File: src/rtl/ffba_pkg.sv
// ffba_pkg: types, constants and codes shared by the first-fit block allocator.
// Depends on nothing; used by ffba_chunk_ram, the allocator and its testbench.
package ffba_pkg;

    localparam int ADDR_W      = 48;
    localparam int SIZE_W      = 29;
    localparam int START_W     = 20;
    localparam int LEN_W       = 21;
    localparam int CFG_IDX_W   = 2;
    localparam int BLOCK_BYTES = 256;
    localparam int BLOCK_SHIFT = $clog2(BLOCK_BYTES);
    localparam int MAX_CHUNKS  = 64;
    localparam int POOL_RESET  = 16384;
    localparam int POOL_MAX    = 1048576;

    localparam logic CMD_ALLOC = 1'b0;
    localparam logic CMD_FREE  = 1'b1;

    localparam logic [1:0] ST_OK    = 2'd0;
    localparam logic [1:0] ST_NOFIT = 2'd1;
    localparam logic [1:0] ST_FULL  = 2'd2;

    localparam logic [CFG_IDX_W-1:0] REG_BASE_ADDRESS = 2'd0;
    localparam logic [CFG_IDX_W-1:0] REG_POOL_BLOCKS  = 2'd1;

    typedef struct packed {
        logic              cmd;
        logic [SIZE_W-1:0] size_bytes;
        logic [ADDR_W-1:0] block_address;
    } req_t;

    typedef struct packed {
        logic              ok;
        logic [ADDR_W-1:0] granted_address;
        logic [1:0]        status;
    } rsp_t;

    typedef struct packed {
        logic [START_W-1:0] start;
        logic [LEN_W-1:0]   len;
    } chunk_t;

    typedef struct packed {
        logic rd_en;
        logic wr_en;
        logic init;
    } ram_ctrl_t;

endpackage

File: src/rtl/ffba_chunk_ram.sv
// ffba_chunk_ram: free-list chunk memory with registered read.
// Entry zero reads as the whole pool until first written. Depends on ffba_pkg.
module ffba_chunk_ram #(
    parameter int DEPTH = ffba_pkg::MAX_CHUNKS
) (
    input  logic                            clk,
    input  logic                            rst_n,
    input  ffba_pkg::ram_ctrl_t             ctrl,
    input  logic [$clog2(DEPTH)-1:0]        rd_addr,
    input  logic [$clog2(DEPTH)-1:0]        wr_addr,
    input  ffba_pkg::chunk_t                wr_data,
    input  logic [ffba_pkg::LEN_W-1:0]      pool,
    output ffba_pkg::chunk_t                rd_data
);

    localparam int AW = $clog2(DEPTH);

    ffba_pkg::chunk_t mem [DEPTH];
    ffba_pkg::chunk_t rd_data_reg;
    logic             entry0_pool_reg;

    always_ff @(posedge clk)
    begin
        if (ctrl.wr_en)
        begin
            mem[wr_addr] <= wr_data;
        end
        if (ctrl.rd_en)
        begin
            if (entry0_pool_reg && rd_addr == AW'(0))
            begin
                rd_data_reg <= '{start: '0, len: pool};
            end
            else
            begin
                rd_data_reg <= mem[rd_addr];
            end
        end
    end

    // hold entry zero at the full pool until it is overwritten
    always_ff @(posedge clk or negedge rst_n)
    begin
        if (!rst_n)
        begin
            entry0_pool_reg <= 1'b1;
        end
        else if (ctrl.init)
        begin
            entry0_pool_reg <= 1'b1;
        end
        else if (ctrl.wr_en && wr_addr == AW'(0))
        begin
            entry0_pool_reg <= 1'b0;
        end
    end

    assign rd_data = rd_data_reg;

endmodule

File: src/rtl/first_fit_block_allocator.sv
// first_fit_block_allocator: first-fit pool allocator over a sorted,
// coalescing free list. Depends on ffba_pkg and ffba_chunk_ram.
// A request that decode settles goes straight to the result; an allocate walks
// the list to the first chunk that fits, and if it empties that chunk, shifts the
// later chunks down; a free streams the whole list with the new chunk merged in.
// One transaction is in work at a time; the next is accepted the cycle after the
// result is loaded. Reset: one free chunk covering 16384 blocks, base address zero.
module first_fit_block_allocator #(
    parameter int MAX_CHUNKS = ffba_pkg::MAX_CHUNKS
) (
    input  logic                               clk,
    input  logic                               rst_n,
    input  logic                               in_valid,
    output logic                               in_ready,
    input  ffba_pkg::req_t                     in_data,
    output logic                               out_valid,
    input  logic                               out_ready,
    output ffba_pkg::rsp_t                     out_data,
    input  logic                               cfg_valid,
    output logic                               cfg_ready,
    input  logic [ffba_pkg::CFG_IDX_W-1:0]     cfg_index,
    input  logic [ffba_pkg::ADDR_W-1:0]        cfg_data
);

    localparam int IW = $clog2(MAX_CHUNKS);
    localparam int CW = $clog2(MAX_CHUNKS + 1);
    localparam int AW = ffba_pkg::ADDR_W;
    localparam int SW = ffba_pkg::START_W;
    localparam int LW = ffba_pkg::LEN_W;
    localparam int NW = ffba_pkg::SIZE_W;

    // Sequencer: A_* walk for allocate, D_* shift down after removing an
    // emptied chunk, F_* stream the list with the new chunk merged in.
    typedef enum logic [9:0] {
        S_IDLE    = 10'b0000000001,
        S_A_RD    = 10'b0000000010,
        S_A_PROC  = 10'b0000000100,
        S_D_RD    = 10'b0000001000,
        S_D_PROC  = 10'b0000010000,
        S_F_RD    = 10'b0000100000,
        S_F_PROC  = 10'b0001000000,
        S_F_END   = 10'b0010000000,
        S_F_FLUSH = 10'b0100000000,
        S_DONE    = 10'b1000000000
    } state_t;

    state_t state_reg, state_next;

    logic [AW-1:0] base_reg;
    logic [LW-1:0] pool_reg;
    logic [CW-1:0] total_reg, total_next;
    logic [CW-1:0] idx_reg, idx_next;
    logic [IW-1:0] wp_reg, wp_next;
    logic          have_prev_reg, have_prev_next;
    logic          inserted_reg, inserted_next;
    ffba_pkg::chunk_t prev_reg, prev_next;

    // latched request
    logic [NW-1:0] need_reg;
    ffba_pkg::chunk_t new_reg;

    // pending result
    logic          res_ok_reg, res_ok_next;
    logic [AW-1:0] res_addr_reg, res_addr_next;
    logic [1:0]    res_status_reg, res_status_next;

    logic          out_valid_reg;
    ffba_pkg::rsp_t out_data_reg;

    ffba_pkg::ram_ctrl_t ram_ctrl;
    logic [IW-1:0]       ram_rd_addr, ram_wr_addr;
    ffba_pkg::chunk_t    ram_wr_data, ram_rd_data;

    // request decode
    logic [NW:0]   need_w;
    logic [NW-1:0] need;
    logic [AW-1:0] offset;
    logic [AW-1:0] head;
    logic          free_outside;
    logic          in_take, cfg_take, out_take;

    assign in_ready  = (state_reg == S_IDLE);
    assign cfg_ready = 1'b1;
    assign in_take   = in_valid && in_ready;
    assign cfg_take  = cfg_valid && cfg_ready;
    assign out_take  = out_valid_reg && out_ready;

    assign need_w = ({1'b0, in_data.size_bytes} + (NW + 1)'(ffba_pkg::BLOCK_BYTES - 1))
                    >> ffba_pkg::BLOCK_SHIFT;
    assign need   = need_w[NW-1:0];
    assign offset = in_data.block_address - base_reg;
    assign head   = offset >> ffba_pkg::BLOCK_SHIFT;
    assign free_outside = (head >= AW'(pool_reg))
                       || ((AW + 1)'(need) > ((AW + 1)'(pool_reg) - (AW + 1)'(head)));

    ffba_chunk_ram #(
        .DEPTH (MAX_CHUNKS)
    ) u_ram (
        .clk     (clk),
        .rst_n   (rst_n),
        .ctrl    (ram_ctrl),
        .rd_addr (ram_rd_addr),
        .wr_addr (ram_wr_addr),
        .wr_data (ram_wr_data),
        .pool    (pool_reg),
        .rd_data (ram_rd_data)
    );

    // element fed to the merge stream this cycle
    logic             take_new;
    logic             absorb_en;
    ffba_pkg::chunk_t elem;
    logic [LW:0]      prev_end;

    always_comb
    begin
        take_new  = (state_reg == S_F_PROC && !inserted_reg && ram_rd_data.start > new_reg.start)
                 || (state_reg == S_F_END);
        absorb_en = (state_reg == S_F_PROC) || (state_reg == S_F_END && !inserted_reg);
        elem      = take_new ? new_reg : ram_rd_data;
        prev_end  = (LW + 1)'(prev_reg.start) + (LW + 1)'(prev_reg.len);
    end

    always_comb
    begin
        state_next      = state_reg;
        total_next      = total_reg;
        idx_next        = idx_reg;
        wp_next         = wp_reg;
        have_prev_next  = have_prev_reg;
        inserted_next   = inserted_reg;
        prev_next       = prev_reg;
        res_ok_next     = res_ok_reg;
        res_addr_next   = res_addr_reg;
        res_status_next = res_status_reg;
        ram_ctrl        = '0;
        ram_rd_addr     = idx_reg[IW-1:0];
        ram_wr_addr     = idx_reg[IW-1:0];
        ram_wr_data     = ram_rd_data;

        unique case (state_reg)
            S_IDLE:
            begin
                if (in_take)
                begin
                    res_ok_next     = 1'b0;
                    res_addr_next   = '0;
                    res_status_next = ffba_pkg::ST_NOFIT;
                    idx_next        = '0;
                    wp_next         = '0;
                    have_prev_next  = 1'b0;
                    inserted_next   = 1'b0;
                    if (in_data.cmd == ffba_pkg::CMD_ALLOC)
                    begin
                        state_next = (NW'(pool_reg) < need) ? S_DONE : S_A_RD;
                    end
                    else if (need == '0)
                    begin
                        res_ok_next     = 1'b1;
                        res_status_next = ffba_pkg::ST_OK;
                        state_next      = S_DONE;
                    end
                    else if (free_outside)
                    begin
                        state_next = S_DONE;
                    end
                    else if (total_reg >= CW'(MAX_CHUNKS))
                    begin
                        res_status_next = ffba_pkg::ST_FULL;
                        state_next      = S_DONE;
                    end
                    else
                    begin
                        state_next = S_F_RD;
                    end
                end
            end
            S_A_RD:
            begin
                if (idx_reg == total_reg)
                begin
                    state_next = S_DONE;
                end
                else
                begin
                    ram_ctrl.rd_en = 1'b1;
                    state_next     = S_A_PROC;
                end
            end
            S_A_PROC:
            begin
                if (NW'(ram_rd_data.len) >= need_reg)
                begin
                    res_ok_next     = 1'b1;
                    res_status_next = ffba_pkg::ST_OK;
                    res_addr_next   = base_reg
                                    + (AW'(ram_rd_data.start) << ffba_pkg::BLOCK_SHIFT);
                    if (NW'(ram_rd_data.len) != need_reg)
                    begin
                        ram_ctrl.wr_en    = 1'b1;
                        ram_wr_data.start = ram_rd_data.start + SW'(need_reg);
                        ram_wr_data.len   = ram_rd_data.len - LW'(need_reg);
                        state_next        = S_DONE;
                    end
                    else
                    begin
                        // emptied: close the gap
                        idx_next   = idx_reg + CW'(1);
                        state_next = S_D_RD;
                    end
                end
                else
                begin
                    idx_next   = idx_reg + CW'(1);
                    state_next = S_A_RD;
                end
            end
            S_D_RD:
            begin
                if (idx_reg == total_reg)
                begin
                    total_next = total_reg - CW'(1);
                    state_next = S_DONE;
                end
                else
                begin
                    ram_ctrl.rd_en = 1'b1;
                    state_next     = S_D_PROC;
                end
            end
            S_D_PROC:
            begin
                ram_ctrl.wr_en = 1'b1;
                ram_wr_addr    = IW'(idx_reg - CW'(1));
                idx_next       = idx_reg + CW'(1);
                state_next     = S_D_RD;
            end
            S_F_RD:
            begin
                if (idx_reg == total_reg)
                begin
                    state_next = S_F_END;
                end
                else
                begin
                    ram_ctrl.rd_en = 1'b1;
                    state_next     = S_F_PROC;
                end
            end
            S_F_PROC:
            begin
                if (take_new)
                begin
                    // new chunk goes ahead; revisit the same read data
                    inserted_next = 1'b1;
                end
                else
                begin
                    idx_next   = idx_reg + CW'(1);
                    state_next = S_F_RD;
                end
            end
            S_F_END:
            begin
                inserted_next = 1'b1;
                state_next    = S_F_FLUSH;
            end
            S_F_FLUSH:
            begin
                ram_ctrl.wr_en  = 1'b1;
                ram_wr_addr     = wp_reg;
                ram_wr_data     = prev_reg;
                total_next      = CW'(wp_reg) + CW'(1);
                res_ok_next     = 1'b1;
                res_status_next = ffba_pkg::ST_OK;
                state_next      = S_DONE;
            end
            S_DONE:
            begin
                if (!out_valid_reg || out_ready)
                begin
                    state_next = S_IDLE;
                end
            end
            default:
            begin
                state_next = S_IDLE;
            end
        endcase

        // merge stream: extend the held chunk or retire it
        if (absorb_en)
        begin
            if (have_prev_reg && prev_end == (LW + 1)'(elem.start))
            begin
                prev_next.len = prev_reg.len + elem.len;
            end
            else
            begin
                if (have_prev_reg)
                begin
                    ram_ctrl.wr_en = 1'b1;
                    ram_wr_addr    = wp_reg;
                    ram_wr_data    = prev_reg;
                    wp_next        = wp_reg + IW'(1);
                end
                prev_next      = elem;
                have_prev_next = 1'b1;
            end
        end

        // pool write resets the list to one chunk
        if (cfg_take && cfg_index == ffba_pkg::REG_POOL_BLOCKS)
        begin
            ram_ctrl.init = 1'b1;
            total_next    = CW'(1);
        end
    end

    always_ff @(posedge clk or negedge rst_n)
    begin
        if (!rst_n)
        begin
            state_reg     <= S_IDLE;
            total_reg     <= CW'(1);
            base_reg      <= '0;
            pool_reg      <= LW'(ffba_pkg::POOL_RESET);
            out_valid_reg <= 1'b0;
        end
        else
        begin
            state_reg <= state_next;
            total_reg <= total_next;
            if (cfg_take)
            begin
                case (cfg_index)
                    ffba_pkg::REG_BASE_ADDRESS: base_reg <= cfg_data;
                    ffba_pkg::REG_POOL_BLOCKS:
                    begin
                        if (cfg_data[LW-1:0] == '0)
                        begin
                            pool_reg <= LW'(1);
                        end
                        else if (cfg_data[LW-1:0] > LW'(ffba_pkg::POOL_MAX))
                        begin
                            pool_reg <= LW'(ffba_pkg::POOL_MAX);
                        end
                        else
                        begin
                            pool_reg <= cfg_data[LW-1:0];
                        end
                    end
                    default: ;
                endcase
            end
            if (state_reg == S_DONE && (!out_valid_reg || out_ready))
            begin
                out_valid_reg <= 1'b1;
            end
            else if (out_take)
            begin
                out_valid_reg <= 1'b0;
            end
        end
    end

    // payload and walk registers
    always_ff @(posedge clk)
    begin
        idx_reg        <= idx_next;
        wp_reg         <= wp_next;
        have_prev_reg  <= have_prev_next;
        inserted_reg   <= inserted_next;
        prev_reg       <= prev_next;
        res_ok_reg     <= res_ok_next;
        res_addr_reg   <= res_addr_next;
        res_status_reg <= res_status_next;
        if (in_take)
        begin
            need_reg      <= need;
            new_reg.start <= head[SW-1:0];
            new_reg.len   <= need[LW-1:0];
        end
        if (state_reg == S_DONE && (!out_valid_reg || out_ready))
        begin
            out_data_reg.ok              <= res_ok_reg;
            out_data_reg.granted_address <= res_addr_reg;
            out_data_reg.status          <= res_status_reg;
        end
    end

    assign out_valid = out_valid_reg;
    assign out_data  = out_data_reg;

endmodule

File: config.mk
export PLATFORM = sky130hd
export DESIGN_NAME = first_fit_block_allocator
export DESIGN_NICKNAME = d
export VERILOG_FILES = /design/src/rtl/ffba_pkg.sv /design/src/rtl/ffba_chunk_ram.sv /design/src/rtl/first_fit_block_allocator.sv
export SDC_FILE = /design/constraint.sdc
export NUM_CORES = 2
export LEC_CHECK = 0
export BUFFER_PORTS_ARGS = -buffer_cell sky130_fd_sc_hd__buf_2
export CAP_MARGIN = 20
export CORE_ASPECT_RATIO = 0.5
export CORE_MARGIN = 2
export CORE_UTILIZATION = 50
export CTS_CLUSTER_DIAMETER = 120
export CTS_CLUSTER_SIZE = 24
export DETAILED_ROUTE_END_ITERATION = 10
export PLACE_DENSITY_LB_ADDON = 0.1
export SYNTH_ARGS = -nofsm -noshare
export SYNTH_HDL_FRONTEND = slang
export SYNTH_SLANG_ARGS = --single-unit
File: constraint.sdc
create_clock -name clk -period 15.9 [get_ports clk]
set_clock_uncertainty 0.2 [all_clocks]
set_input_delay 1.59 -clock clk [delete_from_list [all_inputs] [get_ports clk]]
set_output_delay 1.59 -clock clk [all_outputs]
set_load 0.02 [all_outputs]
After elaboration in Yosys (flattened, before gate mapping)

Memory sizes are Yosys's and may differ from the RTL's. A register that Yosys moved wholly into a read port is not among the register bits.
Index checks and enable logic that the tools add are counted.

Add/sub/neg operators: 13
Order comparisons: 7
Equal/unequal tests: 21
Multiplexer cells: 80
Bitwise operators: 1
Reductions and logical operators: 39

Operator list:

| operator                | number |
|---|---|
| $mux W41                | 6 |
| $mux W10                | 12 |
| $pmux W10 S10           | 1 |
| $mux W48                | 2 |
| $pmux W48 S2            | 1 |
| $mux W21                | 4 |
| $pmux W41 S2            | 1 |
| $mux W6                 | 9 |
| $gt A22 B49 Y1          | 1 |
| $add A48 B28 Y48        | 1 |
| $sub A48 B48 Y48        | 1 |
| $mux W7                 | 6 |
| $sub A21 B40 Y41        | 1 |
| $ge A40 B21 Y1          | 1 |
| $add A29 B8 Y30 const B | 1 |
| $logic_not A29 Y1       | 1 |
| $pmux W7 S4             | 1 |
| $mux W1                 | 24 |
| $add A20 B21 Y22        | 1 |
| $eq A22 B20 Y1          | 1 |
| $ge A21 B22 Y1          | 1 |
| $lt A21 B22 Y1          | 1 |
| $ne A21 B22 Y1          | 1 |
| $add A21 B21 Y21        | 1 |
| other kinds (47)        | 81 |

Bits in registers: 350
RAM bits: 2624
Input port bits: 133
Output and inout port bits: 54
Logic and storage cells: 185
Memories: 1

Memories:

| memory    | words | bits a word | rd ports | clocked after Yosys merged registers in | wr ports | RTL line             | source |
|---|---|---|---|---|---|---|---|
| u_ram.mem | 64    | 41          | 1        | 1                                       | 1        | ffba_chunk_ram.sv:18 | `ffba_pkg::chunk_t mem [DEPTH];` |

Logic depth before layout (Yosys ltp)

Word-level depth: 13
Mapped depth: 36
Depth with buffers taken out: 36

Modules after synthesis

Synthesis repeated with hierarchy kept, for this count alone.

Cell total of the unflattened synthesis: 6760
Area, all modules: 123589.8 um^2

By module, submodules not included:

| module                    | instances | cells each | area an instance (um^2) | seq. area each (um^2) |
|---|---|---|---|---|
| ffba_chunk_ram            | 1         | 4256       | 100906.8                | 80053.0 |
| first_fit_block_allocator | 1         | 2504       | 22683.0                 | 8116.5 |

Least setup slack after synthesis

OpenSTA, ideal clock, no wires.

Path kind: in2reg
Start point: input in_data[13] in the netlist's numbering
End point: register res_status_reg[1] (data pin)
Setup time: 0.255 ns
Arrival: 7.230 ns
Data required time: 15.445 ns
Setup slack: 8.215 ns
Stages: 30
Path through: ha_1 -> clkbuf_1 -> and4_1 -> nand2_1 -> a2111oi_2 -> or3_1 -> xnor2_1 -> inv_1 -> ha_1 -> and4_1 -> a221o_1 -> nor2_1 -> nor4b_1 -> o311ai_0 -> a21boi_0 -> maj3_1 -> a21oi_1 -> nor2_1 -> xnor2_1 -> ha_1 -> nand4_1 -> nor2_1 -> nand2_1 -> a21oi_1 -> o21ai_0 -> a211oi_1 -> o211ai_1 -> nor4bb_1 -> a311oi_1 -> and3_1

Longest elaborated chain between the ends: 9
Elaborated cells on any way between the ends: 10
Those cells by class: add/sub (2); order compare (2); mux (5); reduce/logical (1)

RTL lines:

| element                | RTL line                         | source |
|---|---|---|
| start, declared        | first_fit_block_allocator.sv:15  | `input ffba_pkg::req_t in_data,` |
| $sub A48 B48 Y48 (*)   | first_fit_block_allocator.sv:91  | `assign offset = in_data.block_address - base_reg;` |
| via offset[16]         | first_fit_block_allocator.sv:77  | `logic [AW-1:0] offset;` |
| $sub A21 B40 Y41       | first_fit_block_allocator.sv:94  | `\|\| ((AW + 1)'(need) > ((AW + 1)'(pool_reg) - (AW + 1)'(head)));` |
| $gt A22 B49 Y1         | first_fit_block_allocator.sv:94  |  |
| $logic_or A1 B1 Y1 (*) | first_fit_block_allocator.sv:94  |  |
| $mux W2 (*)            | first_fit_block_allocator.sv:163 | `else if (free_outside)` |
| $mux W2 (*)            | first_fit_block_allocator.sv:157 | `else if (need == '0)` |
| $mux W2 (*)            | first_fit_block_allocator.sv:153 | `if (in_data.cmd == ffba_pkg::CMD_ALLOC)` |
| $mux W2 (*)            | first_fit_block_allocator.sv:144 | `if (in_take)` |
| $pmux W2 S3 (*)        | first_fit_block_allocator.sv:141 | `unique case (state_reg)` |
| end signal, assigned   | first_fit_block_allocator.sv:377 | `res_status_reg <= res_status_next;` |
| end, declared          | first_fit_block_allocator.sv:65  | `logic [1:0] res_status_reg, res_status_next;` |

The timed path passes the listed nets; every way through them passes the cells marked *. The select of a mux whose other input is x is not followed.
A chain may end at the register's enable or synchronous reset.

Worst setup path in the final report

Start point: input in_data[1] in the netlist's numbering
End point: register state_reg[9]

Longest elaborated chain between the ends: 9
Elaborated cells on any way between the ends: 10
Those cells by class: add/sub (2); order compare (2); mux (5); reduce/logical (1)

RTL lines:

| element                | RTL line                         | source |
|---|---|---|
| $sub A48 B48 Y48 (*)   | first_fit_block_allocator.sv:91  |  |
| $sub A21 B40 Y41       | first_fit_block_allocator.sv:94  |  |
| $gt A22 B49 Y1         | first_fit_block_allocator.sv:94  |  |
| $logic_or A1 B1 Y1 (*) | first_fit_block_allocator.sv:94  |  |
| $mux W10 (*)           | first_fit_block_allocator.sv:163 |  |
| $mux W10 (*)           | first_fit_block_allocator.sv:157 |  |
| $mux W10 (*)           | first_fit_block_allocator.sv:153 |  |
| $mux W10 (*)           | first_fit_block_allocator.sv:144 |  |
| $pmux W10 S10 (*)      | first_fit_block_allocator.sv:141 |  |
| end signal, assigned   | first_fit_block_allocator.sv:332 | `state_reg <= state_next;` |
| end, declared          | first_fit_block_allocator.sv:47  | `state_t state_reg, state_next;` |

Every way passes the cells marked *; elsewhere a longest branch is shown, timed or not. The select of a mux whose other input is x is not followed.

==> reports/summary.txt <==
Status - finished, final reports clean
Clock latency on the worst-skew pair - 0.87 ns
Routed wire length - 372400 µm
Clk root buf - clkbuf_16
Net Count, Synth - 6936
Most frequent CP cell - a21oi_1
Longest Clk Path Bufs - 4
Synth async-reset ratio - 2.974%
I/O Buffers - 185
Grt ovf - 0
Pre-antenna DRT Iters - 8
CTS tree - built
Clk sink count - 2959
Area leader, netlist - edfxtp_1
Critical path startpoint category - input pin
Largest net degree at the start of global routing - 117
CTS Hold Bufs - 0
Fin. max-slew vios - 0
Endpoints failing setup - 0
Initial antenna violation count - 36
Multi-input gate area - 0.03574 mm²
Die height - 357.3 µm
CTS clk-pin slew, worst paths - 0.11 ns
TritonCTS Buffers - 149
Most frequent cells in the layout - edfxtp_1 (2858), mux4_2 (850), nand2_1 (258)
Total power - 19.77 mW
VDD IR max - 159.4 µV
CP max stage delay - 0.87 ns
Rows - 129
Commonest non-fill, non-tap cell in the layout - edfxtp_1
Yosys Warn Count - 0
CTS H-tree depth - 4
Post-CTS sizing - 0
Storage cell area - 0.08831 mm²
Yosys top cell area share - 68.74%
Die area - 0.2540 mm²
Post-Synthesis Mean Instance Area - 19.01 µm²
Fmax - 114.5 MHz
CP Buf/Inv Count - 1
RD Place Congestion - 0.9191
Vias per inst - 6.662
Number of synthesized flops with an enable pin - 2858
Number of global-route vias before repair - 66140
Residual DRC - 0
Cell leakage power - 43.03 nW
WP data arrival - 9.23 ns
CP max-delay cell - a311oi_1
Worst-margin pin slew - 1.237 ns
Tmin final - 8.735 ns
Share of cells above drive strength 1 - 23.75%
Cell area after synthesis - 0.1248 mm²
Die Wd - 710.7 µm
Io pins - 187
All-Layer GR Usage - 29.19%
Final ANT Viol Nets - 0
Sum of negative setup slack - 0 ns
Postcts setup bufs - 0
Max cap viols - 0
Fin. Hold Viols - 0
First-pass GRT wire length - 516200 µm
Worst Path Required - 16.39 ns
Crit Path Max Fanout - 5
Largest cells by area after synthesis - edfxtp_1 (69%), mux4_2 (15%), ha_1 (2.3%), dfrtp_1 (1.7%), xnor2_1 (0.90%)
Layout area overhead - 8.614%
Detailed Place HPWL - 222400 µm
Drt wl/cell - 36.54 µm
Post-synthesis register bit count - 2959
Vias - 67880
Core area - 0.2478 mm²
Crit path kind - in -> reg
RSZ-0062 raised after global routing - no
Synth Flop Type - edfxtp_1
Tcrit/Tclk final - 54.94%
Slew HR - 17.55%
DR iter-0 viols - 10190
Pwr dens - 145.8 mW/mm²
Initial Utilization - 50.39%
Largest register FFs - 2624
Family with the most delay on the worst path - compound AO/OA/AOI/OAI gates
Synth cell types - 100
CP endpoint kind - register
Share of the yosys chip area belonging to registers - 70.72%
Gate Count Post-Synth - 6569
Hold Path Class - reg -> reg
Fill cell count - 18950
Nets - 7185
[synth_stat cells, types with 9 or more instances]
library cell	instances
nand4_1	42
o31ai_1	9
nand2b_1	31
nor2b_1	55
o21ai_0	212
xnor2_1	128
o21bai_1	17
and3_1	39
nor3_1	82
a22oi_1	36
nor4_1	25
o211ai_1	18
nand3_1	65
xor2_1	68
and2_1	16
a21oi_1	161
edfxtp_1	2858
or2_2	16
a22o_1	18
mux4_2	850
dfxtp_1	13
mux2i_1	33
nand2_1	259
and4_1	12
a31oi_1	18
buf_1	103
nand3b_1	11
nor2_1	248
or4_1	9
nor3b_1	11
a21o_1	80
a211oi_1	52
ha_1	228
dfrtp_1	84
clkbuf_1	179
o21a_1	26
mux2_2	60
inv_1	209
o22ai_1	10
or3_1	23
[through the flow]
step | setup WS, ns | hold WS (ns) | instances | util (%) | cell area, µm²
6_report | 7.165 | 0.2177 | 10190 | 54.73 | 135600
3_5_place_dp | 6.484 | 0.2045 | 9998 | 53.08 | 131500
4_1_cts | 7.087 | 0.2229 | 10180 | 54.67 | 135500
3_3_place_gp | 6.498 | 0.2031 | 9996 | 53.07 | 131500
5_1_grt | 6.722 | 0.2333 | 10190 | 54.73 | 135600
2_1_floorplan | 8.215 | 0.2003 | 6569 | - | 124800
[layer usage]
layer / up-vias / global-route usage, % / part of all wire (%) / routed length [µm]
li1: 27220 / - / - / -
met1: 36690 / 44.25 / 42 / 157400
met2: 3528 / 44.07 / 45 / 167200
met3: 427 / 6.063 / 10 / 38260
met4: 20 / 6.672 / 2.5 / 9375
met5: - / 0 / 0.034 / 127
[worst paths after layout]
check,depth (start not counted),slack (ns),from,endpoint
max in group asynchronous,2,13.66,rst_n,total_reg[5]
max,34,7.17,in_data[1],state_reg[9]
min in group asynchronous,1,0.50,rst_n,base_reg[27]
min,0,0.22,res_addr_reg[3],out_data[5]
max reg2reg,17,7.34,u_ram.rd_data[38],u_ram.mem[17][10]
min reg2reg,0,0.22,res_addr_reg[3],out_data[5]
[cell families (layout without fill, tap and decap cells)]
| family | Yosys count | count (layout) | share of synthesized area, % |
|---|---|---|---|
| AO/OA/AOI/OAI | 766 | 766 | 4.006 |
| XOR/XNOR | 198 | 198 | 1.411 |
| adder cells (fa/ha/maj) | 237 | 237 | 2.405 |
| buffers and inverters | 499 | 776 | 1.512 |
| flip-flops | 2959 | 2959 | 70.72 |
| multiplexers | 944 | 944 | 16.15 |
| other | 1 | 5 | 0.003004 |
| AND/OR/NAND/NOR | 965 | 965 | 3.794 |
[area by class of cell]
class	instances	area share (%)
flip-flops and latches	2959	65.13
multi-input cells	3111	26.36
well taps	3340	3.082
clock buffers	175	2.884
repair buffers	386	1.932
inverters	211	0.5841
clock inverters	4	0.02768
diodes	4	0.007382
[report_power, final]
part / switching (mW) / internal [mW] / total [mW]
sequential: 0.279 / 8.71 / 8.99
clock: 2.42 / 1.75 / 4.17
combinational: 3.65 / 2.96 / 6.61
No activity file was read; power rests on OpenSTA's default activity.
